[src/hdl/dtq_pkg.sv]
// Package with the codes, widths and helpers shared by the delta timer queue.
`default_nettype none

package dtq_pkg;

    localparam int DEFAULT_QUEUE_ENTRIES = 16;
    localparam int DEFAULT_TASK_ID_BITS  = 8;
    localparam int DEFAULT_DELAY_BITS    = 16;

    localparam int DELTA_W = 24;
    localparam int REM_W   = 27;

    localparam logic signed [REM_W-1:0] DELTA_HI = REM_W'((64'sd1 <<< (DELTA_W - 1)) - 64'sd1);
    localparam logic signed [REM_W-1:0] DELTA_LO = REM_W'(-(64'sd1 <<< (DELTA_W - 1)));

    typedef enum logic [1:0] {
        OP_INSERT = 2'd0,
        OP_TICK   = 2'd1,
        OP_POP    = 2'd2
    } dtq_op_t;

    typedef enum logic [2:0] {
        STAT_INSERTED = 3'd0,
        STAT_FULL     = 3'd1,
        STAT_TICKED   = 3'd2,
        STAT_NONE     = 3'd3,
        STAT_POPPED   = 3'd4
    } dtq_status_t;

    typedef enum logic [2:0] {
        ST_CLEAR,
        ST_IDLE,
        ST_FRESH,
        ST_WALK,
        ST_WR_CUR,
        ST_WR_PREV,
        ST_HEAD,
        ST_RESP
    } dtq_state_t;

    function automatic logic signed [DELTA_W-1:0] sat_delta(input logic signed [REM_W-1:0] v);
        logic signed [DELTA_W-1:0] r;
        if (v > DELTA_HI)
        begin
            r = DELTA_HI[DELTA_W-1:0];
        end
        else if (v < DELTA_LO)
        begin
            r = DELTA_LO[DELTA_W-1:0];
        end
        else
        begin
            r = v[DELTA_W-1:0];
        end
        return r;
    endfunction

endpackage

`default_nettype wire

[src/hdl/dtq_ram.sv]
// Simple dual-port entry memory with one write port and a registered read port.
`default_nettype none

module dtq_ram #(
    parameter int DEPTH  = dtq_pkg::DEFAULT_QUEUE_ENTRIES,
    parameter int WIDTH  = 32,
    parameter int ADDR_W = $clog2(DEPTH)
) (
    input  wire logic              clk,
    input  wire logic              we,
    input  wire logic [ADDR_W-1:0] waddr,
    input  wire logic [WIDTH-1:0]  wdata,
    input  wire logic [ADDR_W-1:0] raddr,
    output logic      [WIDTH-1:0]  rdata
);

    logic [WIDTH-1:0] mem [DEPTH];

    always_ff @(posedge clk)
    begin
        if (we)
        begin
            mem[waddr] <= wdata;
        end
        rdata <= mem[raddr];
    end

endmodule

`default_nettype wire

[src/hdl/delta_timer_queue_unit.sv]
// Top level of the delta timer queue: command sequencer around the entry memory.
//
//  Channel   Direction  Beat contents
//  s_axis    in         tuser: op; tdata: task_id, delay_ticks
//  m_axis    out        tuser: status; tdata: popped_id, entry_count
//
// A tick or pop goes from ST_HEAD to ST_RESP; a rejected or ignored command goes
// straight to ST_RESP. An insert reads its free slot in ST_FRESH; on a non-empty
// queue the walk then reads one linked entry per cycle from the single read port
// of the entry memory. After reset a clearing pass over every entry builds the
// free chain; no beat is accepted during it.
// A new command is taken while the previous result waits on m_axis.
`default_nettype none

module delta_timer_queue_unit #(
    parameter int QUEUE_ENTRIES = dtq_pkg::DEFAULT_QUEUE_ENTRIES,
    parameter int TASK_ID_BITS  = dtq_pkg::DEFAULT_TASK_ID_BITS,
    parameter int DELAY_BITS    = dtq_pkg::DEFAULT_DELAY_BITS
) (
    input  wire logic        clk,
    input  wire logic        rst_n,
    input  wire logic        s_axis_tvalid,
    output logic             s_axis_tready,
    input  wire logic [23:0] s_axis_tdata,   // task_id [7:0], delay_ticks [23:8]
    input  wire logic [1:0]  s_axis_tuser,   // op [1:0]
    output logic             m_axis_tvalid,
    input  wire logic        m_axis_tready,
    output logic [15:0]      m_axis_tdata,   // popped_id [7:0], entry_count [12:8], zeros
    output logic [2:0]       m_axis_tuser    // status [2:0]
);

    localparam int SLOT_W = $clog2(QUEUE_ENTRIES);
    localparam int CNT_W  = $clog2(QUEUE_ENTRIES + 1);
    localparam int REM_W  = dtq_pkg::REM_W;

    typedef struct packed {
        logic [SLOT_W-1:0]                    link;
        logic [TASK_ID_BITS-1:0]              task_id;
        logic signed [dtq_pkg::DELTA_W-1:0]   delta;
    } entry_t;

    localparam int ENTRY_W = $bits(entry_t);

    dtq_pkg::dtq_state_t  state_reg, state_next;
    dtq_pkg::dtq_op_t     op_reg, op_next;
    dtq_pkg::dtq_status_t res_status_reg, res_status_next;

    logic [TASK_ID_BITS-1:0] id_reg, id_next;
    logic [TASK_ID_BITS-1:0] res_id_reg, res_id_next;
    logic signed [REM_W-1:0] rem_reg, rem_next;
    logic [SLOT_W-1:0]       head_reg, head_next;
    logic [SLOT_W-1:0]       free_reg, free_next;
    logic [SLOT_W-1:0]       fresh_reg, fresh_next;
    logic [SLOT_W-1:0]       cur_reg, cur_next;
    logic [SLOT_W-1:0]       prev_reg, prev_next;
    logic [SLOT_W-1:0]       clr_reg, clr_next;
    entry_t                  prev_word_reg, prev_word_next;
    entry_t                  cur_word_reg, cur_word_next;
    logic                    has_prev_reg, has_prev_next;
    logic [CNT_W-1:0]        walk_k_reg, walk_k_next;
    logic [CNT_W-1:0]        count_reg, count_next;

    logic                    out_valid_reg;
    dtq_pkg::dtq_status_t    out_status_reg;
    logic [7:0]              out_id_reg;
    logic [4:0]              out_count_reg;
    logic                    out_load;

    logic                    mem_we;
    logic [SLOT_W-1:0]       mem_waddr;
    entry_t                  mem_wword;
    logic [SLOT_W-1:0]       mem_raddr;
    logic [ENTRY_W-1:0]      mem_rdata;
    entry_t                  rd_word;
    logic signed [REM_W-1:0] delta_ext;
    logic signed [REM_W-1:0] rem_after;

    dtq_ram #(
        .DEPTH  (QUEUE_ENTRIES),
        .WIDTH  (ENTRY_W),
        .ADDR_W (SLOT_W)
    ) u_ram (
        .clk   (clk),
        .we    (mem_we),
        .waddr (mem_waddr),
        .wdata (mem_wword),
        .raddr (mem_raddr),
        .rdata (mem_rdata)
    );

    assign rd_word   = entry_t'(mem_rdata);
    assign delta_ext = REM_W'($signed(rd_word.delta));
    assign rem_after = rem_reg - delta_ext;

    assign s_axis_tready = (state_reg == dtq_pkg::ST_IDLE);
    assign m_axis_tvalid = out_valid_reg;
    assign m_axis_tuser  = out_status_reg;
    assign m_axis_tdata  = {3'b000, out_count_reg, out_id_reg};

    always_ff @(posedge clk or negedge rst_n)
    begin
        if (!rst_n)
        begin
            state_reg     <= dtq_pkg::ST_CLEAR;
            head_reg      <= '0;
            free_reg      <= '0;
            count_reg     <= '0;
            clr_reg       <= '0;
            has_prev_reg  <= 1'b0;
            walk_k_reg    <= '0;
            out_valid_reg <= 1'b0;
        end
        else
        begin
            state_reg    <= state_next;
            head_reg     <= head_next;
            free_reg     <= free_next;
            count_reg    <= count_next;
            clr_reg      <= clr_next;
            has_prev_reg <= has_prev_next;
            walk_k_reg   <= walk_k_next;
            if (out_load)
            begin
                out_valid_reg <= 1'b1;
            end
            else if (m_axis_tready)
            begin
                out_valid_reg <= 1'b0;
            end
        end
    end

    always_ff @(posedge clk)
    begin
        op_reg         <= op_next;
        id_reg         <= id_next;
        rem_reg        <= rem_next;
        fresh_reg      <= fresh_next;
        cur_reg        <= cur_next;
        prev_reg       <= prev_next;
        prev_word_reg  <= prev_word_next;
        cur_word_reg   <= cur_word_next;
        res_status_reg <= res_status_next;
        res_id_reg     <= res_id_next;
        if (out_load)
        begin
            out_status_reg <= res_status_reg;
            out_id_reg     <= 8'(res_id_reg);
            out_count_reg  <= 5'(count_reg);
        end
    end

    always_comb
    begin
        state_next      = state_reg;
        op_next         = op_reg;
        id_next         = id_reg;
        rem_next        = rem_reg;
        head_next       = head_reg;
        free_next       = free_reg;
        fresh_next      = fresh_reg;
        cur_next        = cur_reg;
        prev_next       = prev_reg;
        clr_next        = clr_reg;
        prev_word_next  = prev_word_reg;
        cur_word_next   = cur_word_reg;
        has_prev_next   = has_prev_reg;
        walk_k_next     = walk_k_reg;
        count_next      = count_reg;
        res_status_next = res_status_reg;
        res_id_next     = res_id_reg;
        out_load        = 1'b0;
        mem_we          = 1'b0;
        mem_waddr       = '0;
        mem_wword       = '0;
        mem_raddr       = '0;

        unique case (state_reg)
            dtq_pkg::ST_CLEAR:
            begin
                mem_we    = 1'b1;
                mem_waddr = clr_reg;
                if (clr_reg == SLOT_W'(QUEUE_ENTRIES - 1))
                begin
                    mem_wword.link = '0;
                    state_next     = dtq_pkg::ST_IDLE;
                end
                else
                begin
                    mem_wword.link = SLOT_W'(clr_reg + 1'b1);
                    clr_next       = SLOT_W'(clr_reg + 1'b1);
                end
            end

            dtq_pkg::ST_IDLE:
            begin
                if (s_axis_tvalid)
                begin
                    op_next     = dtq_pkg::dtq_op_t'(s_axis_tuser);
                    id_next     = TASK_ID_BITS'(s_axis_tdata[7:0]);
                    rem_next    = REM_W'(DELAY_BITS'(s_axis_tdata[23:8]));
                    res_id_next = '0;
                    unique case (s_axis_tuser)
                        dtq_pkg::OP_INSERT:
                        begin
                            if (count_reg == CNT_W'(QUEUE_ENTRIES))
                            begin
                                res_status_next = dtq_pkg::STAT_FULL;
                                state_next      = dtq_pkg::ST_RESP;
                            end
                            else
                            begin
                                mem_raddr  = free_reg;
                                fresh_next = free_reg;
                                state_next = dtq_pkg::ST_FRESH;
                            end
                        end
                        dtq_pkg::OP_TICK, dtq_pkg::OP_POP:
                        begin
                            if (count_reg != '0)
                            begin
                                mem_raddr  = head_reg;
                                state_next = dtq_pkg::ST_HEAD;
                            end
                            else
                            begin
                                res_status_next = (s_axis_tuser == dtq_pkg::OP_TICK) ?
                                                  dtq_pkg::STAT_TICKED : dtq_pkg::STAT_NONE;
                                state_next      = dtq_pkg::ST_RESP;
                            end
                        end
                        default:
                        begin
                            res_status_next = dtq_pkg::STAT_NONE;
                            state_next      = dtq_pkg::ST_RESP;
                        end
                    endcase
                end
            end

            dtq_pkg::ST_FRESH:
            begin
                free_next     = rd_word.link;
                walk_k_next   = '0;
                has_prev_next = 1'b0;
                if (count_reg == '0)
                begin
                    mem_we            = 1'b1;
                    mem_waddr         = fresh_reg;
                    mem_wword.delta   = dtq_pkg::sat_delta(rem_reg);
                    mem_wword.task_id = id_reg;
                    mem_wword.link    = '0;
                    head_next         = fresh_reg;
                    count_next        = CNT_W'(count_reg + 1'b1);
                    res_status_next   = dtq_pkg::STAT_INSERTED;
                    state_next        = dtq_pkg::ST_RESP;
                end
                else
                begin
                    mem_raddr  = head_reg;
                    cur_next   = head_reg;
                    state_next = dtq_pkg::ST_WALK;
                end
            end

            dtq_pkg::ST_WALK:
            begin
                if (delta_ext > rem_reg)
                begin
                    mem_we              = 1'b1;
                    mem_waddr           = fresh_reg;
                    mem_wword.delta     = dtq_pkg::sat_delta(rem_reg);
                    mem_wword.task_id   = id_reg;
                    mem_wword.link      = cur_reg;
                    cur_word_next       = rd_word;
                    cur_word_next.delta = dtq_pkg::sat_delta(delta_ext - rem_reg);
                    state_next          = dtq_pkg::ST_WR_CUR;
                end
                else
                begin
                    rem_next       = rem_after;
                    prev_next      = cur_reg;
                    prev_word_next = rd_word;
                    has_prev_next  = 1'b1;
                    if (walk_k_reg == CNT_W'(count_reg - 1'b1))
                    begin
                        mem_we            = 1'b1;
                        mem_waddr         = fresh_reg;
                        mem_wword.delta   = dtq_pkg::sat_delta(rem_after);
                        mem_wword.task_id = id_reg;
                        mem_wword.link    = '0;
                        state_next        = dtq_pkg::ST_WR_PREV;
                    end
                    else
                    begin
                        walk_k_next = CNT_W'(walk_k_reg + 1'b1);
                        mem_raddr   = rd_word.link;
                        cur_next    = rd_word.link;
                    end
                end
            end

            dtq_pkg::ST_WR_CUR:
            begin
                mem_we    = 1'b1;
                mem_waddr = cur_reg;
                mem_wword = cur_word_reg;
                if (has_prev_reg)
                begin
                    state_next = dtq_pkg::ST_WR_PREV;
                end
                else
                begin
                    head_next       = fresh_reg;
                    count_next      = CNT_W'(count_reg + 1'b1);
                    res_status_next = dtq_pkg::STAT_INSERTED;
                    state_next      = dtq_pkg::ST_RESP;
                end
            end

            dtq_pkg::ST_WR_PREV:
            begin
                mem_we          = 1'b1;
                mem_waddr       = prev_reg;
                mem_wword       = prev_word_reg;
                mem_wword.link  = fresh_reg;
                count_next      = CNT_W'(count_reg + 1'b1);
                res_status_next = dtq_pkg::STAT_INSERTED;
                state_next      = dtq_pkg::ST_RESP;
            end

            dtq_pkg::ST_HEAD:
            begin
                state_next = dtq_pkg::ST_RESP;
                if (op_reg == dtq_pkg::OP_TICK)
                begin
                    mem_we          = 1'b1;
                    mem_waddr       = head_reg;
                    mem_wword       = rd_word;
                    mem_wword.delta = dtq_pkg::sat_delta(delta_ext - REM_W'(1));
                    res_status_next = dtq_pkg::STAT_TICKED;
                end
                else if (rd_word.delta < 0)
                begin
                    mem_we          = 1'b1;
                    mem_waddr       = head_reg;
                    mem_wword       = rd_word;
                    mem_wword.link  = free_reg;
                    free_next       = head_reg;
                    head_next       = rd_word.link;
                    count_next      = CNT_W'(count_reg - 1'b1);
                    res_id_next     = rd_word.task_id;
                    res_status_next = dtq_pkg::STAT_POPPED;
                end
                else
                begin
                    res_status_next = dtq_pkg::STAT_NONE;
                end
            end

            dtq_pkg::ST_RESP:
            begin
                if (!out_valid_reg || m_axis_tready)
                begin
                    out_load   = 1'b1;
                    state_next = dtq_pkg::ST_IDLE;
                end
            end

            default:
            begin
                state_next = dtq_pkg::ST_IDLE;
            end
        endcase
    end

    a_count_bound: assert property (@(posedge clk) disable iff (!rst_n)
        count_reg <= CNT_W'(QUEUE_ENTRIES))
        else $error("queued count exceeds the queue depth");

    a_count_step: assert property (@(posedge clk) disable iff (!rst_n)
        count_reg != $past(count_reg) |->
            (count_reg == CNT_W'($past(count_reg) + 1'b1)) ||
            (CNT_W'(count_reg + 1'b1) == $past(count_reg)))
        else $error("queued count moved by more than one entry");

    a_no_write_idle: assert property (@(posedge clk) disable iff (!rst_n)
        (state_reg == dtq_pkg::ST_IDLE || state_reg == dtq_pkg::ST_RESP) |-> !mem_we)
        else $error("entry memory written outside a command");

    a_walk_in_list: assert property (@(posedge clk) disable iff (!rst_n)
        state_reg == dtq_pkg::ST_WALK |-> walk_k_reg < count_reg)
        else $error("insert walk ran past the queued entries");

    a_load_ready: assert property (@(posedge clk) disable iff (!rst_n)
        out_load |=> out_valid_reg)
        else $error("result beat lost after loading the output register");

endmodule

`default_nettype wire

[config.mk]
export PLATFORM = sky130hd
export DESIGN_NAME = delta_timer_queue_unit
export DESIGN_NICKNAME = d
export VERILOG_FILES = /design/src/hdl/dtq_pkg.sv /design/src/hdl/dtq_ram.sv /design/src/hdl/delta_timer_queue_unit.sv
export SDC_FILE = /design/constraint.sdc
export NUM_CORES = 1
export LEC_CHECK = 0
export BUFFER_PORTS_ARGS = -buffer_cell sky130_fd_sc_hd__buf_2
export CORE_MARGIN = 2
export CORE_UTILIZATION = 45
export DETAILED_ROUTE_END_ITERATION = 10
export PLACE_DENSITY = 0.56
export SYNTH_ARGS = -nofsm -noshare
export SYNTH_HDL_FRONTEND = slang
export SYNTH_HIERARCHICAL = 1
export SYNTH_SLANG_ARGS = --single-unit
[constraint.sdc]
create_clock -name clk -period 9.1 [get_ports clk]
set_clock_uncertainty 0.05 [all_clocks]
set_input_delay 1.82 -clock clk [delete_from_list [all_inputs] [get_ports clk]]
set_output_delay 1.82 -clock clk [all_outputs]
set_load 0.05 [all_outputs]
-- Word level (Yosys, flattened, before mapping)
Memory sizes are Yosys's and may differ from the RTL's. A register that Yosys moved wholly into a read port is not among the register bits.
Index checks and enable logic that the tools add are counted.
- add/subtract/negate cells: 7
- magnitude comparators: 10
- equality and inequality tests: 26
- multiplexer cells: 91
- bitwise operators: 3
- reductions and logical operators: 32
- operator list (kind ; count):
    $mux 24 ; 7
    $pmux 32 s5 ; 1
    $mux 36 ; 3
    $mux 4 ; 21
    $gt 27x24->1 const B ; 3
    $lt 27x24->1 const B ; 3
    $mux 32 ; 2
    $mux 27 ; 2
    $pmux 27 s2 ; 1
    $pmux 4 s6 ; 2
    $mux 3 ; 14
    $mux 5 ; 6
    $gt 24x27->1 ; 1
    $sub 24x27->27 ; 1
    $sub 27x24->27 ; 1
    $gt 25x24->1 const B ; 1
    $lt 25x24->1 const B ; 1
    $sub 24x2->25 const B ; 1
    $lt 24x1->1 const B ; 1
    $mux 8 ; 3
    $pmux 4 s2 ; 3
    $pmux 4 s3 ; 2
    $pmux 3 s7 ; 1
    $ne 2x2->1 const B ; 10
    other kinds (38) ; 78
- flip-flop bits (word level): 171
- RAM bits: 576
- bits of input ports: 30
- output and inout bits: 21
- logic and storage cells: 194
- memories: 1
- memory list (memory ; words ; width ; read ports ; clocked after Yosys merged registers in ; write ports ; RTL line ; source):
    u_ram.mem ; 16 ; 36 ; 1 ; 1 ; 1 ; dtq_ram.sv:17 ; logic [WIDTH-1:0] mem [DEPTH];

-- Logic depth before layout (Yosys ltp)
Gate-level depths: netlist of run 1.
- depth after elaboration: 7
- mapped depth: 18
- mapped depth without buffers: 13

-- Hierarchy
The synthesis of run 1 kept the hierarchy.
- by module, submodules not included (module ; times used ; cells each ; area each (um2) ; sequential area each (um2)):
    dtq_ram ; 1 ; 938 ; 22318.9 ; 18017.3
    delta_timer_queue_unit ; 1 ; 1308 ; 12208.0 ; 4999.8

-- Worst setup path after synthesis of run 1
Ideal clock, no wire load.
- kind: flip-flop to flip-flop
- start: register rem_reg[12]
- end: memory u_ram/mem[0][0] (netlist bit), enable pin
- setup time: 474 ps
- arrival time: 5982 ps
- required time: 8576 ps
- slack: 2594 ps
- stages on the path, launching flop included: 15
- path buffers: 2
- period minus slack after synthesis: 6506 ps
- cell sequence: edfxtp_1 inv_1 ha_1 buf_4 nand4_4 or4_4 or4_4 nand3_2 a21oi_2 o21bai_1 nand2_1 buf_2 a221o_1 or3b_2 nor3_1
- elaborated cells on any way between the ends: 7
- classes of those cells: order compare: 1; mux: 6
- RTL lines (what ; RTL line ; source):
    from (decl) ; delta_timer_queue_unit.sv:50 ; logic signed [REM_W-1:0] rem_reg, rem_next;
    from (signal assigned) ; delta_timer_queue_unit.sv:137 ; rem_reg <= rem_next;
    $gt 24x27->1 ; delta_timer_queue_unit.sv:268 ; if (delta_ext > rem_reg)
    $mux 4 ; delta_timer_queue_unit.sv:268 ;
    $pmux 4 s6 ; delta_timer_queue_unit.sv:178 ; unique case (state_reg)
    net mem_waddr[2] ; delta_timer_queue_unit.sv:70 ; logic [SLOT_W-1:0] mem_waddr;
    to (decl) ; dtq_ram.sv:17 ;
The timed path passes the listed nets, and every way through them passes these cells.

-- Worst setup path after layout of run 1
- start: register u_ram.rdata[23], read port of u_ram.mem
- end: memory u_ram/mem[4][3] (netlist bit), enable pin
- elaborated cells on any way between the ends: 12
- classes of those cells: order compare: 2; mux: 10
- RTL lines (what ; RTL line ; source):
    from (decl) ; dtq_ram.sv:14 ; output logic [WIDTH-1:0] rdata
    $lt 24x1->1 ; delta_timer_queue_unit.sv:343 ; else if (rd_word.delta < 0)
    $mux 4 ; delta_timer_queue_unit.sv:343 ;
    $mux 4 ; delta_timer_queue_unit.sv:335 ; if (op_reg == dtq_pkg::OP_TICK)
    $pmux 4 s6 (*) ; delta_timer_queue_unit.sv:178 ;
    net mem_waddr[3] ; delta_timer_queue_unit.sv:70 ;
The timed path passes the listed nets; every way through them passes the cells marked *.

==> flow_summary.toml, run 1 <==
[outcome]
outcome = "finished, final reports clean"

[worst_setup_path]
worstPathCellList = "ha_1 -> nand4_1 -> or4_4 -> or4_4 -> nand3_2 -> a21oi_2 -> o21bai_1 -> nand2_1 -> a221o_1 -> nand3b_1 -> nor3_2 -> buf_4"
cp.arrival_ns = 6.36
r2r_cells = 12
worstSetupEndpointType = "flip-flop"
critPathLaunchType = "flip-flop"
cp_max_fo = 16
crit_path_max_incr_delay_ns = 1.00
worstReg2RegStart = "u_ram/rdata[23]"
worstPathRequired_ns = 9.35
slowest_stage = "nor3_2"
rr_endpoint = "u_ram/mem[4][3]"
regToRegSetupSlack_ns = 2.99
worst-setup-path-type = "flip-flop to flip-flop"
crit_top_cell = "or4_4"

[sta]
period_needed_ns = 6.115
worstMarginPinSlew_ns = 1.344
relSlewSlack = 0.1001
clock.fmax_ghz = 0.1635
fin_crit_sh = 0.6720
setup_viol = 0
slew_viol_final = 0
final-hold-violation-count = 0
tns_ns = 0
grt_setup_unrepaired = "false"

[synth]
synth_commonest_cells = "720 x edfxtp_1, 148 x nand2_1, 144 x mux4_2, 110 x a21oi_1, 105 x o21ai_0"
synth-seq-cells = 783
ys_seq_area_frac = 0.6666
synth_edf_count = 720
synth_top_area_frac = 0.6262
syn_inst = 2246
synth_warnings = 6
synth_area_sq_mm = 0.03453
synth_area_leaders = "edfxtp_1 63%, mux4_2 9.4%, ha_1 2.3%"
synth.most_common_cell = "edfxtp_1"
synth_top_family_by_area = "compound AO/OA/AOI/OAI gates"
synth_xor_area_frac = 0.01674
yosysTopAreaCell = "edfxtp_1"
synthFlopType = "edfxtp_1"
yosys.cell_types.count = 85
synth_compound_area_frac = 0.1043
yosys.area_share.simple = 0.06219
synthAdderAreaFrac = 0.02435
synth_mux_area_frac = 0.09770
postSynthAreaPerCell_sq_um = 15.37
async_reset_ff_frac = 0.03448

[floorplan]
coreArea_sq_mm = 0.07595
die_h_um = 281.0
die_w_um = 281.0
rows = 101
dieArea_sq_mm = 0.07896
initial_core_util = 0.4546
ios = 51

[clock_network]
clock_sinks = 783
cts_hold_buffers = 0
cts_buffers = 83
cts-htree-levels = 3
clkTransAtPathRegs_ns = 0.06
clk-insertion-delay-late_ns = 0.64
cts_tree = "yes"
clockBufferDepth = 3
cts_setup_buffers = 0
root_buffer = "clkbuf_16"
cts_resized = 0

[global_route]
grt_first_pass_wirelength_um = 145400
grt_pass1_vias = 21210
antenna_found_initial = 2
grt_usage = 0.2539
overflow = 0
grt_start_max_net_pins = 71

[routing]
via_count = 21240
dr.pass1.iters = 6
remaining_drc_errors = 0
drt-vias-per-instance = 6.216
ant_nets = 0
routed_wl_um = 99330
wire_per_inst_um = 29.07
drt_iter0_markers = 2210

[worst_hold_path]
hold_path_end = "m_axis_tuser[0]"
worstHoldPathType = "flip-flop to flip-flop"
worstHoldPathCells = 0
hold_start = "res_status_reg[0]"

[placed_design]
dpl_cell_area_sq_mm = 0.03619
dp_cells = 3258
place_congestion = 0.9102
hpwl_um = 60070
portBuffers = 47

[final_layout]
postLayoutCellArea_sq_mm = 0.03908
largest_register_ffs = 576
drive_above_1_share = 0.1953
regArea_sq_mm = 0.02302
stdcell_count = 3417
n_fill_cell = 6268
fin_nets = 2411
multiInputGateArea_sq_mm = 0.01080
area_delta_synth_final_pct = 13.18

[run]
cap_violations = 0
[cell families after synthesis]
family / Yosys count
fa+ha+maj: 66
mux: 156
simple gates: 432
xor+xnor: 66
other cells: 1
flops: 783
buf+inv: 219
compound gates: 523
[per-stage QoR]
stage	util	hold WS [ns]	worst slack [ns]
floorplan	-	0.3503	2.594
global placement	0.4765	0.3548	3.121
detailed placement	0.4765	0.3552	2.985
CTS	0.5142	0.3704	2.858
global route	0.5145	0.3799	2.686
finish	0.5145	0.3727	2.985
[critical path: cells and delay by family, from the launching register on]
| kind | cells | cell delay (ns) |
|---|---|---|
| flip-flops | 1 | 0.70 |
| AO/OA/AOI/OAI | 3 | 0.90 |
| adder cells (fa/ha/maj) | 1 | 0.47 |
| buffers and inverters | 1 | 0.45 |
| AND/OR/NAND/NOR | 7 | 3.20 |
[worst max-delay path by stage]
stage	from	end	slack [ns]	cells after the start
after global placement	u_ram/rdata[23]	u_ram/mem[1][10]	3.12	12
after floorplan	rem_reg[12]	u_ram/mem[0][0]	2.59	14
after global routing	u_ram/rdata[23]	u_ram/mem[4][1]	2.69	12
after CTS	u_ram/rdata[23]	u_ram/mem[4][3]	2.86	12
after detailed placement	u_ram/rdata[23]	u_ram/mem[4][5]	2.99	12
final	u_ram/rdata[23]	u_ram/mem[4][3]	2.99	12
[metal layers]
metal / part of all wire / vias to the layer above / global-route usage
li1: - / 9064 / -
met1: 0.43 / 11090 / 0.3535
met2: 0.48 / 914 / 0.4113
met3: 0.069 / 169 / 0.04057
met4: 0.026 / 0 / 0.07898
met5: 0 / - / 0
[layout make-up]
type	instances	share of cell area
well taps	1030	0.03298
flip-flops and latches	783	0.5890
multi-input cells	1246	0.2763
diodes	1	0.00006404
inverters	84	0.008389
clock buffers	101	0.05597
repair buffers	117	0.01988
clock inverters	55	0.01745
[placed cells by master (no fill, tap or decap), types with 9 or more instances in the layout]
master / n
buf_4: 68
nand4_1: 16
dfrtp_1: 27
nor4_1: 11
inv_1: 82
nand2_1: 147
clkbuf_1: 16
nor2_4: 14
bufinv_16: 12
o21a_1: 9
clkbuf_16: 85
a222oi_1: 12
and2_1: 15
a221oi_1: 13
xor2_1: 22
a21oi_1: 109
clkinv_2: 16
a221o_1: 19
nor3_1: 30
nand3b_1: 9
buf_2: 47
dfxtp_1: 36
o211ai_1: 21
a31oi_1: 21
clkinvlp_4: 10
edfxtp_1: 720
nand2b_1: 16
a22o_1: 9
a22oi_1: 93
nand3_1: 27
mux4_2: 144
nor2_1: 80
o21ai_0: 104
ha_1: 64
nor2b_1: 14
xnor2_1: 44
a21o_1: 30
Power of run 1 is not shown: default switching activity piles up to over one toggle a cycle in this logic, so the estimate is an artifact.
==> run 2, diff against run 1 <==
--- a/config.mk
+++ b/config.mk
@@ -5,6 +5,7 @@
 export SDC_FILE = /design/constraint.sdc
 export NUM_CORES = 1
 export LEC_CHECK = 0
+export ABC_AREA = 1
 export BUFFER_PORTS_ARGS = -buffer_cell sky130_fd_sc_hd__buf_2
 export CORE_MARGIN = 2
 export CORE_UTILIZATION = 45
==> constraint.sdc (replaced) <==
create_clock -name clk -period 5.7 [get_ports clk]
set_clock_uncertainty 0.05 [all_clocks]
set_input_delay 1.14 -clock clk [delete_from_list [all_inputs] [get_ports clk]]
set_output_delay 1.14 -clock clk [all_outputs]
set_load 0.05 [all_outputs]
==> flow_summary.toml, run 2 <==
[outcome]
outcome = "finished, final reports clean"

[routing]
routed_wl_um = 113000
ant_nets = 0
wire_per_inst_um = 21.31
drt-vias-per-instance = 5.242
via_count = 27800
remaining_drc_errors = 0
drt_iter0_markers = 2612
dr.pass1.iters = 8

[clock_network]
clockBufferDepth = 3
clkTransAtPathRegs_ns = 0.06
clock_sinks = 783
cts_tree = "yes"
cts_resized = 0
root_buffer = "clkbuf_16"
cts_hold_buffers = 0
cts_buffers = 86
clk-insertion-delay-late_ns = 0.65
cts_setup_buffers = 0
cts-htree-levels = 3

[synth]
syn_inst = 4060
synth_top_area_frac = 0.5640
yosysTopAreaCell = "edfxtp_1"
synth_edf_count = 720
synth_area_leaders = "edfxtp_1 56%, nand2_1 13%, nand3_1 6.7%"
postSynthAreaPerCell_sq_um = 9.443
synth_warnings = 6
synth-seq-cells = 783
yosys.cell_types.count = 59
synthFlopType = "edfxtp_1"
synth_area_sq_mm = 0.03834
synth_commonest_cells = "1279 x nand2_1, 720 x edfxtp_1, 645 x inv_1, 512 x nand3_1, 151 x nor2_1"
synth.most_common_cell = "nand2_1"
ys_seq_area_frac = 0.6004
async_reset_ff_frac = 0.03448

[final_layout]
area_delta_synth_final_pct = 11.02
drive_above_1_share = 0.08899
n_fill_cell = 7859
largest_register_ffs = 576
fin_nets = 4180
layout_common_cells = "1278 x nand2_1, 720 x edfxtp_1, 643 x inv_1"
mostFrequentLayoutCell = "nand2_1"

[floorplan]
rows = 107
initial_core_util = 0.4524
dieArea_sq_mm = 0.08755
die_h_um = 295.9
coreArea_sq_mm = 0.08475
ios = 51
die_w_um = 295.9

[sta]
period_needed_ns = 4.707
setup_viol = 0
tns_ns = 0
final-hold-violation-count = 0
clock.fmax_ghz = 0.2124
fin_crit_sh = 0.8259
grt_setup_unrepaired = "false"
slew_viol_final = 0
relSlewSlack = 0.3032
worstMarginPinSlew_ns = 1.044

[global_route]
overflow = 0
grt_start_max_net_pins = 109
grt_usage = 0.2596
grt_first_pass_wirelength_um = 169200
antenna_found_initial = 5
grt_pass1_vias = 26650

[placed_design]
portBuffers = 47
place_congestion = 0.9230
hpwl_um = 71260

[worst_setup_path]
worstPathRequired_ns = 5.94
crit_start = "u_ram/rdata[14]"
worstSetupEndpointType = "flip-flop"
cp_max_fo = 20
worstReg2RegStart = "u_ram/rdata[14]"
critPathLaunchType = "flip-flop"
worst-setup-path-type = "flip-flop to flip-flop"
cp.arrival_ns = 4.95

[worst_hold_path]
hold_start = "res_id_reg[5]"
worstHoldPathType = "flip-flop to flip-flop"

[run]
cap_violations = 0
[run 2: metrics by stage]
step / utilization / area [sq um] / setup slack (ns) / cells / hold WS [ns]
finish: 0.5023 / 42560 / 0.9925 / 5304 / 0.3673
global route: 0.5022 / 42560 / 0.6190 / 5302 / 0.3759
CTS: 0.5022 / 42560 / 0.9988 / 5302 / 0.3700
detailed placement: 0.4685 / 39700 / 1.041 / 5140 / 0.3554
global placement: 0.4685 / 39700 / 1.085 / 5140 / 0.3560
floorplan: - / 38350 / 1.400 / 4062 / 0.3503
[run 2: critical path: stages, from the launching register on]
cell	delay, ns
dfxtp_1	0.69
ha_1	0.39
inv_1	0.15
o21bai_1	0.12
a21boi_1	0.19
nand2_1	0.11
nand2_1	0.08
nand3_2	0.13
nand2_1	0.10
nand2_2	0.08
nand2_4	0.10
nand2_4	0.10
nand2_2	0.10
nand2_2	0.20
nand2_1	0.12
o211ai_1	0.15
nor2_1	0.14
nand2_1	0.24
nor2_4	0.60
buf_4	0.46
[run 2: cell type report]
cell class	count	area (sq um)	share of cell area
flip-flops and latches	783	23020	0.5408
multi-input cells	2437	11920	0.2800
inverters	665	2510	0.05897
clock buffers	117	2391	0.05617
well taps	1144	1431	0.03363
repair buffers	111	828.3	0.01946
clock inverters	45	464.2	0.01091
diodes	2	5.005	0.0001176
[run 2: logic make-up (layout without fill, tap and decap cells)]
kind of cell	after synthesis	after routing	synth area share
flops	783	783	0.6004
other cells	1	5	0.00009781
simple gates	2044	2044	0.2257
xor+xnor	64	64	0.01511
mux	1	1	0.0002611
fa+ha+maj	66	66	0.02193
compound gates	259	259	0.04256
buf+inv	842	938	0.09396
[run 2: path summary, 6_finish.rpt]
| path | endpoint | slack (ns) | depth (start not counted) |
|---|---|---|---|
| max | u_ram/mem[3][19] | 0.99 | 19 |
| min reg2reg | out_id_reg[5] | 0.37 | 0 |
| min | out_id_reg[5] | 0.37 | 0 |
| max in group asynchronous | walk_k_reg[3] | 4.60 | 1 |
| min in group asynchronous | free_reg[3] | 0.51 | 1 |
| max reg2reg | u_ram/mem[3][19] | 0.99 | 19 |
[run 2: metal layers]
| layer | vias up | part of all wire | track usage |
|---|---|---|---|
| met5 | - | 0 | 0 |
| met2 | 1070 | 0.46 | 0.4091 |
| met1 | 13300 | 0.44 | 0.3693 |
| met4 | 0 | 0.027 | 0.08320 |
| li1 | 13230 | - | - |
| met3 | 204 | 0.077 | 0.03935 |
Power of run 2 is left out for the same reason.
